[src/design/ltun_pkg.sv]
`timescale 1ns / 1ps
// ----------------------------------------------------------------------------
// ltun_pkg
// Shared types, constants and calendar helpers for the local time to UTC
// normalizer.
// ----------------------------------------------------------------------------
package ltun_pkg;

  // Field types
  typedef logic [13:0]        year_t;
  typedef logic [3:0]         month_t;
  typedef logic [4:0]         day_t;
  typedef logic [4:0]         hour_t;
  typedef logic [5:0]         minute_t;
  typedef logic [5:0]         second_t;
  typedef logic signed [11:0] zone_t;

  // Calendar constants
  localparam int unsigned EPOCH_YEAR   = 1970;
  localparam int unsigned SEC_MIN      = 60;
  localparam int unsigned SEC_HOUR     = 60 * 60;
  localparam int unsigned SEC_DAY      = 24 * SEC_HOUR;
  localparam int unsigned DAYS_YEAR    = 365;
  localparam int unsigned DAYS_LEAP    = 366;
  localparam zone_t       ZONE_UNSPEC  = 12'sd2047;

  localparam month_t MONTH_JAN = 4'd1;
  localparam month_t MONTH_FEB = 4'd2;
  localparam month_t MONTH_MAR = 4'd3;
  localparam month_t MONTH_APR = 4'd4;
  localparam month_t MONTH_MAY = 4'd5;
  localparam month_t MONTH_JUN = 4'd6;
  localparam month_t MONTH_JUL = 4'd7;
  localparam month_t MONTH_AUG = 4'd8;
  localparam month_t MONTH_SEP = 4'd9;
  localparam month_t MONTH_OCT = 4'd10;
  localparam month_t MONTH_NOV = 4'd11;
  localparam month_t MONTH_DEC = 4'd12;

  // Reciprocal of 25, exact floor quotient for any 15 bit year
  localparam int unsigned DIV25_RECIP = 41944;
  localparam int unsigned DIV25_SHIFT = 20;

  // Sequencer states
  typedef enum logic [3:0] {
    ST_IDLE,
    ST_INLEAP,
    ST_MADD,
    ST_SEC,
    ST_YEAR,
    ST_YLEAP,
    ST_BLEAP,
    ST_BADD,
    ST_MONTH,
    ST_HOUR,
    ST_MIN,
    ST_DONE
  } state_t;

  // Gregorian leap rule: divisible by 4, centuries only when divisible by 400.
  // Divisible by 100 is div4 and div25; by 400 is div16 and div25.
  function automatic logic leap_of(input logic [14:0] y);
    logic [30:0] prod;
    logic [10:0] q;
    logic [14:0] q25;
    logic        div25;
    prod  = 31'(y) * 31'(DIV25_RECIP);
    q     = 11'(prod >> DIV25_SHIFT);
    q25   = {q, 4'b0000} + 15'({q, 3'b000}) + 15'(q);
    div25 = (q25 == y);
    return (y[1:0] == 2'b00) && (!div25 || (y[3:0] == 4'b0000));
  endfunction

  // Days of the year before the first of the given month
  function automatic logic [8:0] month_start(input logic leap, input month_t mon);
    logic [8:0] base;
    logic       add;
    add = 1'b0;
    unique case (mon)
      MONTH_JAN: base = 9'd0;
      MONTH_FEB: base = 9'd31;
      MONTH_MAR: begin base = 9'd59;  add = leap; end
      MONTH_APR: begin base = 9'd90;  add = leap; end
      MONTH_MAY: begin base = 9'd120; add = leap; end
      MONTH_JUN: begin base = 9'd151; add = leap; end
      MONTH_JUL: begin base = 9'd181; add = leap; end
      MONTH_AUG: begin base = 9'd212; add = leap; end
      MONTH_SEP: begin base = 9'd243; add = leap; end
      MONTH_OCT: begin base = 9'd273; add = leap; end
      MONTH_NOV: begin base = 9'd304; add = leap; end
      MONTH_DEC: begin base = 9'd334; add = leap; end
      default:   base = 9'd0;
    endcase
    return base + 9'(add);
  endfunction

endpackage

[src/design/ltun_in_if.sv]
`timescale 1ns / 1ps
// ----------------------------------------------------------------------------
// ltun_in_if
// Input channel: one local calendar timestamp per transaction.
// ----------------------------------------------------------------------------
interface ltun_in_if;
  logic                valid;
  logic                ready;
  ltun_pkg::year_t     in_year;
  ltun_pkg::month_t    in_month;
  ltun_pkg::day_t      in_day;
  ltun_pkg::hour_t     in_hour;
  ltun_pkg::minute_t   in_minute;
  ltun_pkg::second_t   in_second;
  ltun_pkg::zone_t     zone_minutes;

  modport source (
    output valid, in_year, in_month, in_day, in_hour, in_minute, in_second,
           zone_minutes,
    input  ready
  );

  modport sink (
    input  valid, in_year, in_month, in_day, in_hour, in_minute, in_second,
           zone_minutes,
    output ready
  );
endinterface

[src/design/ltun_out_if.sv]
`timescale 1ns / 1ps
// ----------------------------------------------------------------------------
// ltun_out_if
// Result channel: one normalized UTC timestamp per transaction.
// ----------------------------------------------------------------------------
interface ltun_out_if;
  logic                valid;
  logic                ready;
  ltun_pkg::year_t     out_year;
  ltun_pkg::month_t    out_month;
  ltun_pkg::day_t      out_day;
  ltun_pkg::hour_t     out_hour;
  ltun_pkg::minute_t   out_minute;
  ltun_pkg::second_t   out_second;
  logic                before_epoch;

  modport source (
    output valid, out_year, out_month, out_day, out_hour, out_minute, out_second,
           before_epoch,
    input  ready
  );

  modport sink (
    input  valid, out_year, out_month, out_day, out_hour, out_minute, out_second,
           before_epoch,
    output ready
  );
endinterface

[src/design/local_time_to_utc_normalizer_top.sv]
`timescale 1ns / 1ps
// ----------------------------------------------------------------------------
// local_time_to_utc_normalizer_top
// Converts a local calendar timestamp with zone offset into normalized UTC
// calendar fields, clamping instants before the epoch.
// ----------------------------------------------------------------------------
//
// Channel  Dir  Handshake      Payload
// in_ch    in   valid/ready    year, month, day, hour, minute, second, zone
// out_ch   out  valid/ready    year, month, day, hour, minute, second, flag
//
// Each transaction runs through the subtract loops on the shared adder: month
// steps, hour steps and minute steps, plus day and year carry steps.
// in_ch.ready is high only while idle; the result register holds until out_ch
// accepts it. Reset is synchronous, active low, and returns the sequencer to
// idle.
//
module local_time_to_utc_normalizer_top #(
  parameter int unsigned EPOCH_YEAR = ltun_pkg::EPOCH_YEAR
) (
  input  logic        clk,
  input  logic        rst_n,
  ltun_in_if.sink     in_ch,
  ltun_out_if.source  out_ch
);

  localparam logic [14:0] EPOCH_Y = 15'(EPOCH_YEAR);

  ltun_pkg::state_t   state_r, state_nxt;
  logic [14:0]        year_r, year_nxt;
  ltun_pkg::month_t   mon_r, mon_nxt;
  logic signed [9:0]  day_r, day_nxt;
  logic signed [18:0] sec_r, sec_nxt;
  ltun_pkg::hour_t    hour_r, hour_nxt;
  ltun_pkg::minute_t  min_r, min_nxt;
  logic               leap_r, leap_nxt;
  logic               flag_r, flag_nxt;

  // Shared adder
  logic signed [19:0] alu_a, alu_b, alu_sum;
  logic               alu_neg;

  // Input decode
  logic               in_accept;
  logic [16:0]        hr_sec;
  logic [11:0]        mn_sec;
  logic signed [17:0] zn_sec;
  logic [18:0]        sec_init;
  ltun_pkg::month_t   mon_in;
  logic [9:0]         day_in;
  logic [19:0]        year_days;
  logic [19:0]        mon_days;

  assign in_accept = in_ch.valid && in_ch.ready;

  // Seconds of day before normalizing, may be negative or beyond one day
  always_comb begin
    hr_sec   = 17'(in_ch.in_hour) * 17'(ltun_pkg::SEC_HOUR);
    mn_sec   = 12'(in_ch.in_minute) * 12'(ltun_pkg::SEC_MIN);
    zn_sec   = 18'(in_ch.zone_minutes) * 18'sd60;
    sec_init = 19'(hr_sec) + 19'(mn_sec) + 19'(in_ch.in_second);
    if (in_ch.zone_minutes != ltun_pkg::ZONE_UNSPEC) begin
      sec_init = sec_init + 19'(zn_sec);
    end
    mon_in = (in_ch.in_month > ltun_pkg::MONTH_DEC) ? ltun_pkg::MONTH_DEC : in_ch.in_month;
    day_in = (in_ch.in_day == 5'd0) ? 10'd0 : 10'(in_ch.in_day - 5'd1);
  end

  assign year_days = leap_r ? 20'(ltun_pkg::DAYS_LEAP) : 20'(ltun_pkg::DAYS_YEAR);
  assign mon_days  = 20'(ltun_pkg::month_start(leap_r, mon_r));

  assign alu_sum = alu_a + alu_b;
  assign alu_neg = alu_sum[19];

  // State register
  always_ff @(posedge clk) begin
    if (!rst_n) begin
      state_r <= ltun_pkg::ST_IDLE;
    end else begin
      state_r <= state_nxt;
    end
  end

  // Working and result registers
  always_ff @(posedge clk) begin
    year_r <= year_nxt;
    mon_r  <= mon_nxt;
    day_r  <= day_nxt;
    sec_r  <= sec_nxt;
    hour_r <= hour_nxt;
    min_r  <= min_nxt;
    leap_r <= leap_nxt;
    flag_r <= flag_nxt;
  end

  // Sequencer: next state and shared adder operands
  always_comb begin
    state_nxt = state_r;
    year_nxt  = year_r;
    mon_nxt   = mon_r;
    day_nxt   = day_r;
    sec_nxt   = sec_r;
    hour_nxt  = hour_r;
    min_nxt   = min_r;
    leap_nxt  = leap_r;
    flag_nxt  = flag_r;
    alu_a     = 20'(day_r);
    alu_b     = '0;

    unique case (state_r)
      ltun_pkg::ST_IDLE: begin
        // Load the transaction
        if (in_accept) begin
          year_nxt  = 15'(in_ch.in_year);
          mon_nxt   = mon_in;
          day_nxt   = day_in;
          sec_nxt   = sec_init;
          hour_nxt  = '0;
          min_nxt   = '0;
          flag_nxt  = 1'b0;
          state_nxt = ltun_pkg::ST_INLEAP;
        end
      end
      ltun_pkg::ST_INLEAP: begin
        // Leap bit of the local year picks the month table; start at the epoch floor
        leap_nxt  = ltun_pkg::leap_of(year_r);
        year_nxt  = (year_r > EPOCH_Y) ? year_r : EPOCH_Y;
        state_nxt = ltun_pkg::ST_MADD;
      end
      ltun_pkg::ST_MADD: begin
        // Add the days of the months before, refresh leap for the base year
        alu_a     = 20'(day_r);
        alu_b     = mon_days;
        day_nxt   = alu_sum[9:0];
        leap_nxt  = ltun_pkg::leap_of(year_r);
        state_nxt = ltun_pkg::ST_SEC;
      end
      ltun_pkg::ST_SEC: begin
        // Bring seconds into one day, carrying whole days
        alu_a = 20'(sec_r);
        if (sec_r[18]) begin
          alu_b   = 20'(ltun_pkg::SEC_DAY);
          sec_nxt = alu_sum[18:0];
          day_nxt = day_r - 10'sd1;
        end else begin
          alu_b = -20'(ltun_pkg::SEC_DAY);
          if (!alu_neg) begin
            sec_nxt = alu_sum[18:0];
            day_nxt = day_r + 10'sd1;
          end else begin
            state_nxt = ltun_pkg::ST_YEAR;
          end
        end
      end
      ltun_pkg::ST_YEAR: begin
        // Bring the day count into the current year
        alu_a = 20'(day_r);
        alu_b = -year_days;
        if (day_r[9]) begin
          if (year_r == EPOCH_Y) begin
            // Before the epoch: clamp
            flag_nxt  = 1'b1;
            day_nxt   = '0;
            sec_nxt   = '0;
            mon_nxt   = ltun_pkg::MONTH_DEC;
            state_nxt = ltun_pkg::ST_MONTH;
          end else begin
            year_nxt  = year_r - 15'd1;
            state_nxt = ltun_pkg::ST_BLEAP;
          end
        end else if (!alu_neg) begin
          day_nxt   = alu_sum[9:0];
          year_nxt  = year_r + 15'd1;
          state_nxt = ltun_pkg::ST_YLEAP;
        end else begin
          mon_nxt   = ltun_pkg::MONTH_DEC;
          state_nxt = ltun_pkg::ST_MONTH;
        end
      end
      ltun_pkg::ST_YLEAP: begin
        leap_nxt  = ltun_pkg::leap_of(year_r);
        state_nxt = ltun_pkg::ST_YEAR;
      end
      ltun_pkg::ST_BLEAP: begin
        leap_nxt  = ltun_pkg::leap_of(year_r);
        state_nxt = ltun_pkg::ST_BADD;
      end
      ltun_pkg::ST_BADD: begin
        // Borrow the days of the previous year
        alu_a     = 20'(day_r);
        alu_b     = year_days;
        day_nxt   = alu_sum[9:0];
        state_nxt = ltun_pkg::ST_YEAR;
      end
      ltun_pkg::ST_MONTH: begin
        // Search months downward from December
        alu_a = 20'(day_r);
        alu_b = -mon_days;
        if (!alu_neg) begin
          day_nxt   = alu_sum[9:0];
          state_nxt = ltun_pkg::ST_HOUR;
        end else if (mon_r == ltun_pkg::MONTH_FEB) begin
          mon_nxt   = ltun_pkg::MONTH_JAN;
          state_nxt = ltun_pkg::ST_HOUR;
        end else begin
          mon_nxt = mon_r - 4'd1;
        end
      end
      ltun_pkg::ST_HOUR: begin
        alu_a = 20'(sec_r);
        alu_b = -20'(ltun_pkg::SEC_HOUR);
        if (!alu_neg) begin
          sec_nxt  = alu_sum[18:0];
          hour_nxt = hour_r + 5'd1;
        end else begin
          state_nxt = ltun_pkg::ST_MIN;
        end
      end
      ltun_pkg::ST_MIN: begin
        alu_a = 20'(sec_r);
        alu_b = -20'(ltun_pkg::SEC_MIN);
        if (!alu_neg) begin
          sec_nxt = alu_sum[18:0];
          min_nxt = min_r + 6'd1;
        end else begin
          state_nxt = ltun_pkg::ST_DONE;
        end
      end
      ltun_pkg::ST_DONE: begin
        // Hold the result until taken
        if (out_ch.ready) begin
          state_nxt = ltun_pkg::ST_IDLE;
        end
      end
      default: begin
        state_nxt = ltun_pkg::ST_IDLE;
      end
    endcase
  end

  // Channel outputs
  assign in_ch.ready         = (state_r == ltun_pkg::ST_IDLE);
  assign out_ch.valid        = (state_r == ltun_pkg::ST_DONE);
  assign out_ch.out_year     = year_r[13:0];
  assign out_ch.out_month    = mon_r;
  assign out_ch.out_day      = day_r[4:0] + 5'd1;
  assign out_ch.out_hour     = hour_r;
  assign out_ch.out_minute   = min_r;
  assign out_ch.out_second   = sec_r[5:0];
  assign out_ch.before_epoch = flag_r;

  // Assertions
  a_one_side: assert property (@(posedge clk) disable iff (!rst_n)
    !(in_ch.ready && out_ch.valid))
    else $error("input ready while a result is pending");

  a_busy_after_accept: assert property (@(posedge clk) disable iff (!rst_n)
    (in_ch.valid && in_ch.ready) |=> !in_ch.ready)
    else $error("input ready right after an accepted transaction");

  a_sec_in_day: assert property (@(posedge clk) disable iff (!rst_n)
    (state_r == ltun_pkg::ST_HOUR) |-> (!sec_r[18] && sec_r < 19'sd86400))
    else $error("seconds not normalized before hour split");

  a_clamp_epoch: assert property (@(posedge clk) disable iff (!rst_n)
    (out_ch.valid && out_ch.before_epoch) |->
      (out_ch.out_year == 14'(EPOCH_YEAR) && out_ch.out_month == ltun_pkg::MONTH_JAN &&
       out_ch.out_day == 5'd1 && out_ch.out_hour == 5'd0 &&
       out_ch.out_minute == 6'd0 && out_ch.out_second == 6'd0))
    else $error("clamped result is not the epoch");

endmodule

[src/flat_wrapper.sv]
// flat-port wrapper written by rule: the top's interface ports become plain ports
module local_time_to_utc_normalizer_top_flat 
#(
  parameter int unsigned EPOCH_YEAR = ltun_pkg::EPOCH_YEAR
)
  (clk, rst_n, in_ch_valid, in_ch_in_year, in_ch_in_month, in_ch_in_day, in_ch_in_hour, in_ch_in_minute, in_ch_in_second, in_ch_zone_minutes, in_ch_ready, out_ch_valid, out_ch_out_year, out_ch_out_month, out_ch_out_day, out_ch_out_hour, out_ch_out_minute, out_ch_out_second, out_ch_before_epoch, out_ch_ready);
  ltun_in_if in_ch_i ();
  ltun_out_if out_ch_i ();
  input  logic clk;
  input  logic rst_n;
  input wire logic [$bits(in_ch_i.valid)-1:0] in_ch_valid;
  input wire logic [$bits(in_ch_i.in_year)-1:0] in_ch_in_year;
  input wire logic [$bits(in_ch_i.in_month)-1:0] in_ch_in_month;
  input wire logic [$bits(in_ch_i.in_day)-1:0] in_ch_in_day;
  input wire logic [$bits(in_ch_i.in_hour)-1:0] in_ch_in_hour;
  input wire logic [$bits(in_ch_i.in_minute)-1:0] in_ch_in_minute;
  input wire logic [$bits(in_ch_i.in_second)-1:0] in_ch_in_second;
  input wire logic [$bits(in_ch_i.zone_minutes)-1:0] in_ch_zone_minutes;
  output wire logic [$bits(in_ch_i.ready)-1:0] in_ch_ready;
  output wire logic [$bits(out_ch_i.valid)-1:0] out_ch_valid;
  output wire logic [$bits(out_ch_i.out_year)-1:0] out_ch_out_year;
  output wire logic [$bits(out_ch_i.out_month)-1:0] out_ch_out_month;
  output wire logic [$bits(out_ch_i.out_day)-1:0] out_ch_out_day;
  output wire logic [$bits(out_ch_i.out_hour)-1:0] out_ch_out_hour;
  output wire logic [$bits(out_ch_i.out_minute)-1:0] out_ch_out_minute;
  output wire logic [$bits(out_ch_i.out_second)-1:0] out_ch_out_second;
  output wire logic [$bits(out_ch_i.before_epoch)-1:0] out_ch_before_epoch;
  input wire logic [$bits(out_ch_i.ready)-1:0] out_ch_ready;
  assign in_ch_i.valid = in_ch_valid;
  assign in_ch_i.in_year = in_ch_in_year;
  assign in_ch_i.in_month = in_ch_in_month;
  assign in_ch_i.in_day = in_ch_in_day;
  assign in_ch_i.in_hour = in_ch_in_hour;
  assign in_ch_i.in_minute = in_ch_in_minute;
  assign in_ch_i.in_second = in_ch_in_second;
  assign in_ch_i.zone_minutes = in_ch_zone_minutes;
  assign in_ch_ready = in_ch_i.ready;
  assign out_ch_valid = out_ch_i.valid;
  assign out_ch_out_year = out_ch_i.out_year;
  assign out_ch_out_month = out_ch_i.out_month;
  assign out_ch_out_day = out_ch_i.out_day;
  assign out_ch_out_hour = out_ch_i.out_hour;
  assign out_ch_out_minute = out_ch_i.out_minute;
  assign out_ch_out_second = out_ch_i.out_second;
  assign out_ch_before_epoch = out_ch_i.before_epoch;
  assign out_ch_i.ready = out_ch_ready;
  local_time_to_utc_normalizer_top #(.EPOCH_YEAR(EPOCH_YEAR)) u_core (.clk(clk), .rst_n(rst_n), .in_ch(in_ch_i), .out_ch(out_ch_i));
endmodule
[config.mk]
export PLATFORM = sky130hd
export DESIGN_NAME = local_time_to_utc_normalizer_top_flat
export DESIGN_NICKNAME = d
export VERILOG_FILES = /design/src/design/ltun_pkg.sv /design/src/design/ltun_in_if.sv /design/src/design/ltun_out_if.sv /design/src/design/local_time_to_utc_normalizer_top.sv /design/src/flat_wrapper.sv
export SDC_FILE = /design/constraint.sdc
export NUM_CORES = 1
export LEC_CHECK = 0
export BUFFER_PORTS_ARGS = -buffer_cell sky130_fd_sc_hd__buf_2
export CAP_MARGIN = 20
export CORE_MARGIN = 2
export CORE_UTILIZATION = 40
export DETAILED_ROUTE_END_ITERATION = 10
export PLACE_DENSITY = 0.62
export SLEW_MARGIN = 20
export SYNTH_ARGS = -nofsm -noshare
export SYNTH_HDL_FRONTEND = slang
export SYNTH_SLANG_ARGS = --single-unit
[constraint.sdc]
create_clock -name clk -period 13.6 [get_ports clk]
set_input_delay 0.68 -clock clk [delete_from_list [all_inputs] [get_ports clk]]
set_output_delay 0.68 -clock clk [all_outputs]
set_load 0.01 [all_outputs]
; ---- Word-level counts from Yosys, hierarchy flattened
; Cells that the tools add are included.
[totals]
register_bits = 65
in_bits = 56
[classes]
addsub = 18
n_mul = 4
n_lt_le_gt_ge = 2
n_eq_ne = 45
n_mux = 59
reduce_logical = 31
[ops]
columns = operator, count
row1 = case mux 20 bit (7 select lines), 1
row2 = two-way mux 19 bit, 7
row3 = case mux 9 bit (11 select lines), 1
row4 = two-way mux 10 bit, 8
row5 = case mux 19 bit (4 select lines), 1
row6 = two-way mux 15 bit, 5
row7 = two-way mux 4 bit, 18
row8 = case mux 10 bit (5 select lines), 1
row9 = case mux 15 bit (3 select lines), 1
row10 = case mux 4 bit (11 select lines), 1
row11 = two-way mux 20 bit, 2
row12 = equality test 4 bit (second input constant), 9
row13 = equality test 4 x 3 -> 1 bit (second input constant), 8
row14 = multiplier 15 x 13 -> 28 bit (second input constant), 1
row15 = adder 20 bit, 1
row16 = negator 20 bit, 1
row17 = negator 9 -> 20 bit, 1
row18 = adder 19 bit, 1
row19 = adder 19 x 6 -> 19 bit, 1
row20 = adder 17 x 12 -> 18 bit, 1
row21 = equality test 4 x 2 -> 1 bit (second input constant), 4
row22 = multiplier 12 x 5 -> 16 bit (second input constant), 1
row23 = adder 15 x 1 -> 15 bit (second input constant), 1
row24 = adder 15 x 11 -> 15 bit, 1
row25 = other kinds (49), 82

; ---- Longest topological paths before layout
[depth]
ltp_word = 10
depth_mapped = 33
ltp_nobuf = 33

; ---- Least setup slack after synthesis
; OpenSTA, ideal clock, no wires.
[synth_timing]
path_type = reg2reg
from = reg u_core.year_r[5]
to = reg u_core.leap_r (data pin)
setup_time_ns = 0.264
arrival_time_ns = 7.280
required_ns = 13.336
path_slack_ns = 6.057
stages_incl_launch_ff = 31
n_path_buf = 0
period_less_slack_ns = 7.543
path_cell_list = edfxtp_1 -> inv_1 -> fa_1 -> inv_1 -> ha_1 -> fa_1 -> fa_1 -> inv_1 -> fa_1 -> inv_1 -> ha_1 -> a21o_1 -> a21oi_1 -> nand3b_1 -> o21ai_0 -> o21bai_1 -> a21oi_1 -> xor2_1 -> fa_1 -> inv_1 -> ha_1 -> a21o_1 -> a21o_1 -> a21oi_1 -> nor2b_1 -> or4_1 -> o311a_1 -> a21o_1 -> a21oi_1 -> xnor2_1 -> o41a_1
[synth_between]
elab_chain_cells = 7
[synth_lines]
columns = element, line
row1 = start: declaration, local_time_to_utc_normalizer_top.sv:30  ; logic [14:0] year_r, year_nxt;
row2 = start signal: assignment, local_time_to_utc_normalizer_top.sv:86  ; year_r <= year_nxt;
row3 = multiplier 15 x 13 -> 28 bit, ltun_pkg.sv:67  ; prod = 31'(y) * 31'(DIV25_RECIP);
row4 = adder 15 x 14 -> 15 bit, ltun_pkg.sv:69  ; q25 = {q, 4'b0000} + 15'({q, 3'b000}) + 15'(q);
row5 = adder 15 x 11 -> 15 bit, ltun_pkg.sv:69
row6 = equality test 15 bit *, ltun_pkg.sv:70  ; div25 = (q25 == y);
row7 = zero test 1 bit *, ltun_pkg.sv:71  ; return (y[1:0] == 2'b00) && (!div25 || (y[3:0] == 4'b0000));
row8 = logical OR 1 bit *, ltun_pkg.sv:71
row9 = logical AND 1 bit *, ltun_pkg.sv:71
row10 = end signal: assignment, local_time_to_utc_normalizer_top.sv:92  ; leap_r <= leap_nxt;
row11 = end: declaration, local_time_to_utc_normalizer_top.sv:36  ; logic leap_r, leap_nxt;
; Every way passes the cells marked *; elsewhere a longest branch is shown, timed or not.
; A chain may end at the register's enable or synchronous reset.

; ---- Worst setup path after layout
; Same ends and word-level chain as after synthesis.

==> results_dict.tcl <==
set metrics [dict create \
    rsz0062_at_grt "no" \
    die_x_um 197 \
    period_needed_ps 8470 \
    critical_path.slowest_cell "edfxtp_1" \
    path_class "reg -> reg" \
    syn_area_per_cell_um2 8.83 \
    core_area_um2 36700 \
    async_flop_share_pct 0 \
    gp_congestion 0.893 \
    port_buffers 98 \
    layout-drive-gt1-share_pct 9.78 \
    die-area_um2 38900 \
    yosysTopAreaCell "ha_1" \
    grt_max_degree 34 \
    wire_per_inst_um 16.4 \
    drtAntennaViolNets 0 \
    die_h_um 197 \
    clkLatencyLatePin_ps 350 \
    grt_pass1_vias 11987 \
    netlist_instances 1691 \
    synth_area_leaders "ha_1, fa_1, edfxtp_1" \
    cts-htree-levels 3 \
    crit_arrival_ps 8560 \
    synth.distinct_cells 93 \
    finClkSkew_ps 13.8 \
    hp-class "reg -> reg" \
    firstDrtPassIters 5 \
    drtIter0Drc 617 \
    rows 70 \
    max-cap-violations 0 \
    worstPathMaxFanout 9 \
    start_util_pct 40.7 \
    seq_area_um2 1910 \
    worstPathRequired_ps 13690 \
    setup_viol 0 \
    grt_pass1_wl_mm 60.8 \
    fin_crit_sh_pct 62.3 \
    synth_edf_count 61 \
    synthesis.area_um2 14900 \
    ys_ff_latch 65 \
    max_stage_delay_ps 640 \
    clk_path_buf_depth 2 \
    clk_pin_slew_ps 70 \
    synth_nets 2131 \
    drc_errors 0 \
    clockRootBuffer "clkbuf_16" \
    status "finished clean" \
    num-fill-cells 3627 \
    post_cts_buffers 0 \
    routed_via_density 5.34 \
    crit_path_start_kind "flip-flop" \
    ys_seq_area_share_pct 12.8 \
    wl_mm 36.6 \
    post_cts_resized 0 \
    final_nets 2194 \
    netlist.area_leader.share_pct 22.6 \
    vias 11896 \
    fmax_ghz 0.118 \
    cts_buffers 9 \
    drv_slew 0 \
    multiInputGateArea_um2 11700 \
    hold_violations 0 \
    end_kind "flip-flop" \
    diodes 0 \
    maxSlewHeadroom_pct 25.5 \
    area_delta_synth_final_pct 7.24 \
    grt_overflow_total 0 \
    cts_tree "built" \
    synth-main-ff-cell "edfxtp_1" \
    ctsHoldBuffers 0 \
    worst_pin_slew_ps 1110 \
    io_pins 99 \
    clock-sinks 65 \
    grt_use_total_pct 19.3 \
    yosys_warnings 0 \
    hpwl_mm 30.6 \
    antenna_found_initial 0 \
    tns_ps 0 \
]
## placed cells by master, fill, tap and decap left out, types with 5 or more instances in the layout
cell type	instances
a21oi_1	110
nand2_1	82
nor4_1	6
nand3_1	34
a22oi_1	6
a31oi_1	12
clkbuf_16	9
mux2_2	10
fa_1	114
xor2_1	57
and2_1	11
nor3_1	29
o21ai_0	82
nor3b_1	5
buf_4	8
nand2b_1	8
nor2_1	87
o31a_1	5
ha_1	270
or3_1	6
xnor2_1	101
a211oi_1	9
inv_1	271
o211ai_1	11
a21o_1	41
or2_2	11
mux2i_1	6
nand4_1	7
edfxtp_1	61
o21a_1	13
o21bai_1	17
buf_2	98
nor2b_1	19
and3_1	12
o31ai_1	11
or4_1	6
o22ai_1	15
## through the flow
| stage | setup slack [ps] | instances | utilization (%) | hold WS, ps | area [µm²] |
|---|---|---|---|---|---|
| floorplan | 6060 | 1691 | - | 539 | 14900 |
| global placement | 5400 | 2211 | 42.9 | 596 | 15700 |
| detailed placement | 5160 | 2211 | 42.9 | 593 | 15700 |
| CTS | 5130 | 2227 | 43.6 | 601 | 16000 |
| global route | 4660 | 2227 | 43.6 | 619 | 16000 |
| finish | 5130 | 2227 | 43.6 | 610 | 16000 |
## cell families after synthesis
kind of cell,share of synthesized area [%]
flops,12.8
fa+ha+maj,37.9
simple gates,11.6
mux,1.38
compound gates,17.3
buf+inv,9.20
xor+xnor,9.83
## cell type report
class	instances	share of cell area, %
timing repair buffer	106	3.44
clock inverter	6	0.281
sequential	65	11.9
clock buffer	10	1.43
tap	468	3.66
multi-input combinational	1297	72.8
inverter	275	6.45
## worst paths after layout
path                                   from                        end  slack (ps)  depth (start not counted)
setup / recovery           u_core.year_r[5]              u_core.leap_r        5130                         30
hold / removal    u_core.out_ch.out_hour[4]  u_core.out_ch.out_hour[4]         610                          2
setup reg to reg           u_core.year_r[5]              u_core.leap_r        5130                         30
hold reg to reg   u_core.out_ch.out_hour[4]  u_core.out_ch.out_hour[4]         610                          2
## metal layers
metal / vias to the layer above / wire length (µm) / global-route usage (%)
met5: - / 0 / 0
met1: 5601 / 17000 / 26.1
li1: 5940 / - / -
met3: 49 / 1960 / 2.82
met2: 306 / 16700 / 32.4
met4: 0 / 847 / 5.15
## registers in the layout, indices dropped and copies added (netlist names)
signal,flops
u_core.day_r,10
u_core.out_ch.out_month,4
u_core.out_ch.out_minute,6
u_core.sec_r,19
u_core.year_r,15
u_core.out_ch.out_hour,5
u_core.state_r,4
u_core.out_ch.before_epoch,1
u_core.leap_r,1
## cell usage after synthesis (all sizes together), types with 9 or more instances
master / n
a211oi: 10
a21o: 42
a21oi: 112
a31oi: 13
and2: 12
and3: 12
buf: 36
clkbuf: 18
edfxtp: 61
fa: 114
ha: 270
inv: 273
mux2: 11
nand2: 82
nand3: 36
nor2: 89
nor2b: 19
nor3: 31
nor4: 9
o211ai: 12
o21a: 13
o21ai: 83
o21bai: 17
o22ai: 15
o31ai: 13
or2: 11
xnor2: 103
xor2: 58
## critical path: cells and delay by family (launching register included)
kind	cells	cell delay, ps
adders and majority gates	8	3360
AOI/OAI and AO/OA	12	2570
xor gates and xnor gates	2	520
buffers and inverters	5	470
and+or+nand+nor	3	610
DFF	1	640
Power is left out: the tool's default activity adds up to more than one toggle a clock period on the data nets, which glitch-free logic cannot reach.
